===== src/hw/rtl/ftbm_pkg.sv =====
`timescale 1ns / 1ps
// ----------------------------------------------------------------------------
// ftbm_pkg
// Shared widths, defaults and codes for the binomial coefficient core.
// ----------------------------------------------------------------------------
package ftbm_pkg;

    localparam int MOD_W               = 31;
    localparam int TABLE_DEPTH_DEFAULT = 1024;
    localparam int FIELD_W             = 10;

    localparam logic [MOD_W-1:0] MODULUS_RESET = 31'd1000000007;

    localparam logic ACT_PREPARE = 1'b0;
    localparam logic ACT_QUERY   = 1'b1;

    localparam logic STATUS_OK        = 1'b0;
    localparam logic STATUS_NOT_READY = 1'b1;

    typedef logic [MOD_W-1:0] residue_t;

endpackage


===== src/hw/rtl/ftbm_modmul.sv =====
`timescale 1ns / 1ps
// ----------------------------------------------------------------------------
// ftbm_modmul
// Bit-serial interleaved modular multiplier, one bit of b per cycle, msb first.
// ----------------------------------------------------------------------------
module ftbm_modmul (
    input  logic              aclk,
    input  logic              aresetn,
    input  logic              start,
    input  ftbm_pkg::residue_t a,
    input  ftbm_pkg::residue_t b,
    input  ftbm_pkg::residue_t m,
    output ftbm_pkg::residue_t result,
    output logic              done
);
    import ftbm_pkg::*;

    localparam int CNT_W = $clog2(MOD_W);

    residue_t         a_reg;
    residue_t         b_reg;
    residue_t         r_reg;
    residue_t         r_next;
    logic [CNT_W-1:0] cnt_reg;
    logic             busy_reg;
    logic             done_reg;

    logic [MOD_W:0] m_ext;
    logic [MOD_W:0] dbl;
    logic [MOD_W:0] dbl_red;
    logic [MOD_W:0] sum;
    logic [MOD_W:0] sum_red;

    // operands are below m, so each partial stays below 2m
    always_comb begin
        m_ext   = {1'b0, m};
        dbl     = {r_reg, 1'b0};
        dbl_red = (dbl >= m_ext) ? dbl - m_ext : dbl;
        sum     = dbl_red + (b_reg[MOD_W-1] ? {1'b0, a_reg} : '0);
        sum_red = (sum >= m_ext) ? sum - m_ext : sum;
        r_next  = sum_red[MOD_W-1:0];
    end

    always_ff @(posedge aclk) begin
        if (!aresetn) begin
            busy_reg <= 1'b0;
            done_reg <= 1'b0;
            cnt_reg  <= '0;
            a_reg    <= '0;
            b_reg    <= '0;
            r_reg    <= '0;
        end else begin
            done_reg <= 1'b0;
            if (start) begin
                busy_reg <= 1'b1;
                cnt_reg  <= '0;
                a_reg    <= a;
                b_reg    <= b;
                r_reg    <= '0;
            end else if (busy_reg) begin
                r_reg   <= r_next;
                b_reg   <= {b_reg[MOD_W-2:0], 1'b0};
                cnt_reg <= cnt_reg + CNT_W'(1);
                if (cnt_reg == CNT_W'(MOD_W - 1)) begin
                    busy_reg <= 1'b0;
                    done_reg <= 1'b1;
                end
            end
        end
    end

    assign result = (m < MOD_W'(2)) ? '0 : r_reg;
    assign done   = done_reg;

endmodule


===== config.mk =====
export PLATFORM = sky130hd
export DESIGN_NAME = ftbm_modmul
export DESIGN_NICKNAME = d
export VERILOG_FILES = /design/src/hw/rtl/ftbm_pkg.sv /design/src/hw/rtl/ftbm_modmul.sv
export SDC_FILE = /design/constraint.sdc
export NUM_CORES = 1
export LEC_CHECK = 0
export ABC_AREA = 1
export BUFFER_PORTS_ARGS = -buffer_cell sky130_fd_sc_hd__buf_2
export CORE_MARGIN = 10
export CORE_UTILIZATION = 40
export CTS_BUF_LIST = sky130_fd_sc_hd__clkbuf_2
export CTS_CLUSTER_SIZE = 40
export DETAILED_ROUTE_END_ITERATION = 12
export PLACE_DENSITY = 0.66
export SLEW_MARGIN = 20
export SYNTH_ARGS = -nofsm -noshare
export SYNTH_HDL_FRONTEND = slang
export SYNTH_SLANG_ARGS = --single-unit

===== constraint.sdc =====
create_clock -name aclk -period 12 [get_ports aclk]
set_input_delay 3.6 -clock aclk [delete_from_list [all_inputs] [get_ports aclk]]
set_output_delay 3.6 -clock aclk [all_outputs]
set_load 0.05 [all_outputs]

==> flow_summary.ini, run 1 <==
[run]
maxCapViolations = 0

[synthesis]
synthesis.area_per_instance_sq_um = 5.807
top_reg_cell_synth = dfxtp_1
synth-seq-area-share = 0.1844
synth_edf_count = 0
post-synth-top-area-cell = dfxtp_1
netlist_instances = 1869
synthesis.nets = 2063
synthMostInstantiatedCell = nand2_1
ys_top_cells_by_count = nand2_1 (459), inv_1 (313), nor2_1 (239), a21oi_1 (129), o21ai_0 (110)
post_synth_num_cell_types = 39
post-synth-top-area-fraction = 0.1844
syn_area_sq_um = 10850
asyncSetResetFlopFracSynth = 0
synthTopCellsByArea = dfxtp_1 (18%), nand2_1 (16%), ha_1 (11%), inv_1 (11%), nor2_1 (8.3%)
synth.ff_latch_count = 100
yosys_warns = 0

[worst_setup_path]
path_delay_family = simple AND/OR/NAND/NOR gates
worst_r2r_path_depth = 35
r2r_slack_ns = 5.06
worst_path_most_repeated_cell = buf_2
data_required_time_at_the_worst_endpoint_ns = 8.40
critPathSlowestCell = nor4_2
r2r_end = r_reg[21]
worstPathArrival_ns = 6.10
timing_worst_setup_path_type = in -> out
cp_cell_sequence = buf_2 -> nor4_1 -> nand4_1 -> nor4_2 -> buf_4 -> nor2_1 -> buf_2
max_stage_delay_ns = 0.87
start_kind = input port
worstReg2RegStart = r_reg[26]
cp_max_fo = 21
timing.critical_path.buf_inv = 3
setup_crit_end_kind = primary output

[placement]
port_buffers = 127
detailedPlacementHpwl_mm = 30.85
globalplace.congestion = 0.9685

[cells_and_area]
filler_cell_count = 2974
drive_above_1_share = 0.08512
flow.area_growth_from_synthesis_pct = 9.498
nets = 2151
seq_area_sq_um = 2002
multi_input_comb_area_sq_um = 7421

[floorplan]
floorplan.die_area_sq_um = 34130
floorplan.io_pins = 128
die_height_um = 184.7
initial_core_utilization = 0.4050
floorplan.core_area_sq_um = 26800
die_w_um = 184.7
num_rows = 60

[outcome]
outcome = finished clean

[global_routing]
antenna_found_initial = 3
grt_total_ovfl = 0
groute.usage.overall = 0.2187
grt_max_degree = 64
grt_pass1_wl_mm = 59.57
number_of_global_route_vias_before_repair = 11580

[drt]
detail-route-antenna-nets = 0
firstDrtPassIters = 5
routed_wl_mm = 37.96
post-route-drc-count = 0
num_vias = 12230
avgRoutedWirePerCell_um = 16.47
detail_route.vias_per_cell = 5.304
first_iter_violations = 943

[pwr]
cellLeakagePower_nw = 6.590
swShare = 0.4915
share_seq_of_total_power = 0.318
power.ir.vdd_worst_v = 0.00005491
clock_power_share = 0.161
post-layout-total-power_mw = 1.174
power-per-cell-area_nw_per_um2 = 98.81
power_switching_mw = 0.5772
internal_power_mw = 0.5972
p_comb_frac = 0.521

[clock_network]
cts_buf_count = 9
clock_path_buffers = 2
post_cts.resized_instances = 0
postCtsSetupBuffers = 0
clkTransAtPathRegs_ns = 0.32
clk_root_buffer_cell = clkbuf_2
cts_hold_buffers = 0
htree_num_levels = 3
cts_tree = yes
clock_insertion_delay_worst_skew_ns = 0.69
cts_sinks = 100

[worst_hold_path]
worst_hold_path.endpoint = b_reg[27]
hold_start = b_reg[26]
path_type_of_the_worst_min_delay_path = reg -> reg
worstHoldPathCells = 2

[sta]
finalMaxSlewViolations = 0
clk_skew_ns = 0.07477
final.setup.tns_ns = 0
rsz0062_at_grt = no
timing_hold_violations_final = 0
maxClockFrequency_mhz = 103.1
maxSlewHeadroom = 0.2534
post-route-period-util = 0.8083
finalWorstPathRequiredPeriod_ns = 9.700
finalSetupViolCount = 0
worst-slew-pin-transition_ns = 1.111
## cells by family (layout without fill, tap and decap cells)
logic type	after synthesis	in the layout	share of synthesized area
AOI/OAI and AO/OA	309	309	0.1608
xor gates and xnor gates	61	61	0.04922
adders and majority gates	98	98	0.1150
buffers and inverters	376	469	0.1324
DFF	100	100	0.1844
other	0	2	0
and+or+nand+nor	925	925	0.3580
## power by group through the flow
| stage | combinational, mW | sequential (mW) | clock [mW] |
|---|---|---|---|
| 6_report | 0.612 | 0.374 | 0.189 |
| 3_3_place_gp | 0.596 | 0.378 | 0 |
| 5_1_grt | 0.682 | 0.377 | 0.207 |
| 4_1_cts | 0.602 | 0.373 | 0.194 |
| 3_5_place_dp | 0.597 | 0.378 | 0 |
| 2_1_floorplan | 0.450 | 0.372 | 0 |
## stage by stage
stage                 util  hold slack, ns  setup slack (ns)  std cells  area [sq um]
floorplan                -          0.4259             3.432       1869         10850
global placement    0.4383          0.4541             1.904       2287         11750
detailed placement  0.4383          0.4584             1.877       2287         11750
CTS                 0.4433          0.4862             2.386       2303         11880
global route        0.4434          0.5185             1.779       2304         11880
finish              0.4435          0.4825             2.300       2305         11890
## worst min-delay path, stage by stage (launching register included)
cell     delay (ns)
dfxtp_1        0.37
inv_1          0.06
a21oi_1        0.06
## routing by layer
metal / track usage / vias to the layer above / wire length, um
li1: - / 6228 / -
met1: 0.2922 / 5498 / 17410
met2: 0.3445 / 433 / 16460
met3: 0.03800 / 67 / 2825
met4: 0.07835 / 0 / 1253
met5: 0 / - / 0
## cell usage in the layout, fill, tap and decap left out, types with 53 or more instances in the layout
cell type / instances
a21oi_1: 129
buf_2: 127
dfxtp_1: 100
ha_1: 95
inv_1: 313
nand2_1: 459
nand3_1: 100
nand4_1: 53
nor2_1: 239
o21ai_0: 110
## worst max path at each step
stage               startpoint          to  slack, ns  cells past startpoint
global route             m[27]   r_reg[21]       1.78                     37
finish                   m[24]  result[28]       2.30                      7
global placement         m[27]   r_reg[30]       1.90                     37
floorplan                 m[1]   result[0]       3.43                      7
CTS                      m[24]  result[28]       2.39                      7
detailed placement       m[27]   r_reg[28]       1.88                     40
## layout make-up
type                       instances  area share
inverter                         316     0.09980
antenna                            2   0.0004211
clock buffer                       9    0.003790
multi-input combinational       1393      0.6244
tap                              341     0.03590
sequential                       100      0.1684
timing repair buffer             137     0.05980
clock inverter                     7    0.007475
(Power assumes the default switching activity.)
==> run 2, diff against run 1 <==
--- a/config.mk
+++ b/config.mk
@@ -5,14 +5,14 @@
 export SDC_FILE = /design/constraint.sdc
 export NUM_CORES = 1
 export LEC_CHECK = 0
-export ABC_AREA = 1
+export ABC_AREA = 0
 export BUFFER_PORTS_ARGS = -buffer_cell sky130_fd_sc_hd__buf_2
 export CORE_MARGIN = 10
 export CORE_UTILIZATION = 40
 export CTS_BUF_LIST = sky130_fd_sc_hd__clkbuf_2
 export CTS_CLUSTER_SIZE = 40
 export DETAILED_ROUTE_END_ITERATION = 12
-export PLACE_DENSITY = 0.66
+export PLACE_DENSITY = 0.69
 export SLEW_MARGIN = 20
 export SYNTH_ARGS = -nofsm -noshare
 export SYNTH_HDL_FRONTEND = slang
==> constraint.sdc (replaced) <==
create_clock -name aclk -period 7.85 [get_ports aclk]
set_input_delay 2.355 -clock aclk [delete_from_list [all_inputs] [get_ports aclk]]
set_output_delay 2.355 -clock aclk [all_outputs]
set_load 0.05 [all_outputs]
==> flow_summary.ini, run 2 <==
[clock_network]
cts_tree = yes
htree_num_levels = 3
clock_insertion_delay_worst_skew_ns = 0.67
clk_root_buffer_cell = clkbuf_2
cts_buf_count = 9
cts_sinks = 100
clkTransAtPathRegs_ns = 0.31
clock_path_buffers = 2
cts_hold_buffers = 0

[synthesis]
netlist_instances = 1241
synthesis.nets = 1435
synth_edf_count = 0
top_reg_cell_synth = dfxtp_1
post_synth_num_cell_types = 75
synthMostInstantiatedCell = a21oi_1
synth-seq-area-share = 0.2048
post-synth-top-area-fraction = 0.2048
post-synth-top-area-cell = dfxtp_1
synthTopCellsByArea = dfxtp_1 (20%), ha_1 (12%), mux2i_1 (9.3%), a21oi_1 (5.9%), xnor2_1 (5.0%)
synthesis.area_per_instance_sq_um = 7.875
yosys_warns = 0
ys_top_cells_by_count = a21oi_1 (115), dfxtp_1 (100), ha_1 (95), mux2i_1 (91), nor2_1 (88)
synth.ff_latch_count = 100
asyncSetResetFlopFracSynth = 0
syn_area_sq_um = 9773

[cells_and_area]
end_of_flow_core_utilization = 0.5747
multi_input_comb_area_sq_um = 7930
seq_area_sq_um = 2006
drive_above_1_share = 0.3586
layout.cells.most_common = buf_4
layout_common_cells = buf_4 (309), buf_2 (125), a21oi_1 (105)
filler_cell_count = 2182
nets = 1837
flow.area_growth_from_synthesis_pct = 42.17

[sta]
finalSetupViolCount = 31
clk_skew_ns = 0.06130
timing_hold_violations_final = 0
finalMaxSlewViolations = 0
final_critical_path_setup_slack_ns = -0.4259
maxClockFrequency_mhz = 120.8
rsz0062_at_grt = yes
finalWorstPathRequiredPeriod_ns = 8.276
worst-slew-pin-transition_ns = 1.069
final.setup.tns_ns = -10.43
maxSlewHeadroom = 0.2871
post-route-period-util = 1.054

[floorplan]
die_w_um = 176.3
die_height_um = 176.3
initial_core_utilization = 0.4042
floorplan.io_pins = 128
floorplan.core_area_sq_um = 24180
num_rows = 57
floorplan.die_area_sq_um = 31090

[global_routing]
antenna_found_initial = 1
number_of_global_route_vias_before_repair = 10230
groute.usage.overall = 0.2109
grt_total_ovfl = 0
grt_pass1_wl_mm = 52.96
grt_max_degree = 97

[worst_setup_path]
cp_max_fo = 7
r2r_slack_ns = 0.97
worstReg2RegStart = r_reg[9]
start_kind = input port
critPathSlowestCell = ha_1
data_required_time_at_the_worst_endpoint_ns = 8.40
r2r_end = r_reg[25]
max_stage_delay_ns = 0.34
worst_r2r_path_depth = 31
setup_crit_end_kind = flop
cp-startpoint = m[1]
worstPathArrival_ns = 8.83
timing_worst_setup_path_type = in -> reg
crit_path_end = r_reg[25]

[drt]
wl_met1_mm = 15.55
maxUsedRoutingLayer = met4
detail-route-antenna-nets = 0
detail_route.vias_per_cell = 5.301
routed_wl_mm = 33.80
avgRoutedWirePerCell_um = 17.12
detailroute.wirelength.met2_mm = 15.35
route.met3.wl_mm = 2.353
firstDrtPassIters = 5
num_vias = 10470
post-route-drc-count = 0
first_iter_violations = 686

[placement]
globalplace.congestion = 0.9433
port_buffers = 127
detailedPlacementHpwl_mm = 26.58

[worst_hold_path]
hold_start = cnt_reg[4]
path_type_of_the_worst_min_delay_path = reg -> reg

[outcome]
outcome = complete, but fails checks
failing_checks = negative setup slack

[pwr]
cellLeakagePower_nw = 6.866
power.ir.vdd_worst_v = 0.00008673
power-per-cell-area_nw_per_um2 = 139.0

[run]
maxCapViolations = 0
run 2: cell count changes in the layout (fill, tap and decap cells not counted), sizes merged, moves of 39 or more:
cell   previous run  this run
nor2b             0        74
and2              0        64
nand3           102        15
inv             319        62
nand2           460        82
xnor2            17        56
mux2i             0        91
buf             137       446
nor2            241        88
nand4            53        13
run 2: critical path: cells and delay by family:
family | cells | cell delay (ns)
fa+ha+maj | 3 | 0.83
mux | 2 | 0.43
xor+xnor | 1 | 0.12
buf+inv | 5 | 0.61
compound gates | 16 | 3.42
simple gates | 6 | 1.06
run 2: worst min path at each step:
stage / endpoint / slack (ns) / cells past startpoint
floorplan: done / 0.46 / 2
global placement: a_reg[2] / 0.49 / 2
detailed placement: done / 0.50 / 2
CTS: done / 0.50 / 2
global route: done / 0.50 / 2
finish: done / 0.48 / 2
run 2: repair_timing:
item	in CTS	in global routing
setup buffers	11	8
resized for setup	62	20
gates cloned	4	0
pin swaps	28	15
endpoints found under the setup margin	31	31
run 2: final cells by class:
class / instances / area share
repair buffers: 446 / 0.2284
clock inverters: 6 / 0.006213
well taps: 324 / 0.02918
flip-flops and latches: 100 / 0.1443
inverters: 62 / 0.01720
clock buffers: 10 / 0.003602
diodes: 2 / 0.0003602
multi-input cells: 1024 / 0.5707
run 2: logic make-up (layout without fill, tap and decap cells):
logic type / count (synthesis) / count (layout) / share of synthesized area
AND/OR/NAND/NOR: 389 / 389 / 0.2056
AO/OA/AOI/OAI: 348 / 348 / 0.2269
buffers and inverters: 117 / 524 / 0.04980
multiplexers: 104 / 104 / 0.1089
flip-flops: 100 / 100 / 0.2048
adder cells (fa/ha/maj): 98 / 98 / 0.1278
XOR/XNOR: 85 / 85 / 0.07617
other: 0 / 2 / 0
run 2: per-stage QoR:
step | cells | worst slack, ns | hold slack (ns) | power, mW | cell area [sq um]
2_1_floorplan | 1241 | -0.4995 | 0.4598 | 1.148 | 10120
3_3_place_gp | 1935 | -1.043 | 0.4881 | 1.501 | 13180
3_5_place_dp | 1935 | -1.199 | 0.4959 | 1.520 | 13180
4_1_cts | 1966 | -0.2436 | 0.5030 | 1.902 | 13760
5_1_grt | 1973 | -0.7590 | 0.5031 | 2.039 | 13890
6_report | 1974 | -0.4259 | 0.4839 | 1.932 | 13890
run 2: report_power, final:
part / internal [mW] / switching, mW / total [mW]
sequential: 0.537 / 0.0285 / 0.566
combinational: 0.531 / 0.526 / 1.06
clock: 0.108 / 0.201 / 0.308
total: 1.18 / 0.755 / 1.93
run 2: routing by layer:
| metal | up-vias | global-route usage |
|---|---|---|
| met5 | - | 0 |
| met4 | 0 | 0.05263 |
| met3 | 35 | 0.04507 |
| met2 | 303 | 0.3452 |
| met1 | 4908 | 0.2758 |
| li1 | 5219 | - |
==> run 3, diff against run 2 <==
--- a/config.mk
+++ b/config.mk
@@ -5,14 +5,14 @@
 export SDC_FILE = /design/constraint.sdc
 export NUM_CORES = 1
 export LEC_CHECK = 0
-export ABC_AREA = 0
+export ABC_AREA = 1
 export BUFFER_PORTS_ARGS = -buffer_cell sky130_fd_sc_hd__buf_2
 export CORE_MARGIN = 10
-export CORE_UTILIZATION = 40
+export CORE_UTILIZATION = 56
 export CTS_BUF_LIST = sky130_fd_sc_hd__clkbuf_2
 export CTS_CLUSTER_SIZE = 40
 export DETAILED_ROUTE_END_ITERATION = 12
-export PLACE_DENSITY = 0.69
+export PLACE_DENSITY = 0.88
 export SLEW_MARGIN = 20
 export SYNTH_ARGS = -nofsm -noshare
 export SYNTH_HDL_FRONTEND = slang
==> flow_summary.ini, run 3 (same netlist as run 1, synthesis figures left out) <==
[outcome]
outcome = finished clean

[worst_setup_path]
cp_max_fo = 25
r2r_end = r_reg[15]
worst_path_most_repeated_cell = nand2_1
data_required_time_at_the_worst_endpoint_ns = 8.40
start_kind = input port
setup_crit_end_kind = flop
timing_worst_setup_path_type = in -> reg
max_stage_delay_ns = 0.47
critPathSlowestCell = fa_1
cp-startpoint = m[0]
r2r_slack_ns = 1.82
worstPathArrival_ns = 7.98
worst_r2r_path_depth = 38
worstReg2RegStart = r_reg[0]

[floorplan]
die_height_um = 159.2
num_rows = 50
floorplan.io_pins = 128
die_w_um = 159.2
initial_core_utilization = 0.5745
floorplan.core_area_sq_um = 18890
floorplan.die_area_sq_um = 25350

[sta]
finalMaxSlewViolations = 0
timing_hold_violations_final = 0
finalSetupViolCount = 0
worst-slew-pin-transition_ns = 0.9810
maxSlewHeadroom = 0.3460
clk_skew_ns = 0.07718
finalWorstPathRequiredPeriod_ns = 7.431
final.setup.tns_ns = 0
post-route-period-util = 0.9466
fin_worst_hold_slack_ns = 0.4387
rsz0062_at_grt = no
maxClockFrequency_mhz = 134.6

[drt]
firstDrtPassIters = 5
detail_route.vias_per_cell = 5.548
num_vias = 13070
routed_wl_mm = 38.96
first_iter_violations = 1214
detail-route-antenna-nets = 0
avgRoutedWirePerCell_um = 16.54
post-route-drc-count = 0

[clock_network]
clk_root_buffer_cell = clkbuf_2
clkTransAtPathRegs_ns = 0.39
clock_path_buffers = 2
cts_sinks = 100
cts_hold_buffers = 0
htree_num_levels = 3
postCtsSetupBuffers = 0
post_cts.resized_instances = 0
clock_insertion_delay_worst_skew_ns = 0.71
cts_tree = yes
cts_buf_count = 9

[placement]
place.detailed.instances = 2338
port_buffers = 127
globalplace.congestion = 1.048
detailedPlacementHpwl_mm = 32.38

[pwr]
power-per-cell-area_nw_per_um2 = 151.7
clock_power_share = 0.145
power.ir.vdd_worst_v = 0.0001189
share_seq_of_total_power = 0.293
swShare = 0.4731
post-layout-total-power_mw = 1.950
internal_power_mw = 1.027
p_comb_frac = 0.561
power_switching_mw = 0.9223
cellLeakagePower_nw = 7.260

[global_routing]
antenna_found_initial = 1
grt_total_ovfl = 0
grt_pass1_wl_mm = 61.55
grt_max_degree = 64
groute.usage.overall = 0.2907
number_of_global_route_vias_before_repair = 12300

[worst_hold_path]
worstHoldPathCells = 2
path_type_of_the_worst_min_delay_path = reg -> reg
worst_hold_path.endpoint = b_reg[2]
hold_start = b_reg[1]

[cells_and_area]
drive_above_1_share = 0.1471
nets = 2283
post_layout_nonfiller_instances = 2355
flow.area_growth_from_synthesis_pct = 18.41
layout_common_cells = nand2_1 (458), inv_1 (312), nor2_1 (237)
end_of_flow_core_utilization = 0.6803
layout.cells.most_common = nand2_1

[run]
maxCapViolations = 0
==> run 3: changes by cell type in the layout (fill, tap and decap cells not counted), moves of 64 or more <==
cell	previous run	this run
nand2_1	76	458
inv_1	48	312
buf_4	309	139
nor2_1	81	237
nand3_1	13	100
mux2i_1	86	0
nor2b_1	71	0
and2_1	64	0
==> run 3: worst max path at each step <==
stage                     cells past startpoint  slack [ns]         to
after floorplan                              39        0.66  r_reg[22]
final                                        40        0.42  r_reg[15]
after global placement                       40       -0.32   r_reg[9]
after global routing                         41       0.004  r_reg[19]
after CTS                                    40        0.36  r_reg[22]
after detailed placement                     40       -0.35  r_reg[22]
==> run 3: worst max-delay path: cells and delay by family <==
kind            cells  cell delay (ns)
simple gates       20             1.95
fa+ha+maj           3             1.05
compound gates      8             1.64
xor+xnor            1             0.08
buf+inv             8             0.85
==> run 3: final cells by class <==
type,count,area [sq um]
antenna,1,2.502
clock buffer,9,45.04
clock inverter,7,91.34
fill,1800,6041
inverter,316,1186
multi-input combinational,1393,7461
sequential,100,2002
tap,260,325.3
timing repair buffer,269,1739
==> run 3: routing by layer <==
layer,vias to the layer above,GRT usage,share of wire
li1,6495,-,-
met1,5893,0.3698,0.42
met2,616,0.4838,0.46
met3,62,0.05138,0.093
met4,0,0.09941,0.028
met5,-,0,0
==> run 3: power by group through the flow <==
stage               combinational (mW)  sequential (mW)  clock, mW
CTS                               1.07            0.570      0.286
floorplan                        0.688            0.569          0
global placement                  1.05            0.578          0
detailed placement                1.06            0.579          0
global route                      1.20            0.576      0.302
finish                            1.09            0.572      0.283
==> run 3: per-stage QoR <==
stage,setup slack (ns),area (sq um)
3_5_place_dp,-0.3528,12670
5_1_grt,0.003864,12850
4_1_cts,0.3650,12810
2_1_floorplan,0.6604,10850
6_report,0.4192,12850
3_3_place_gp,-0.3170,12670
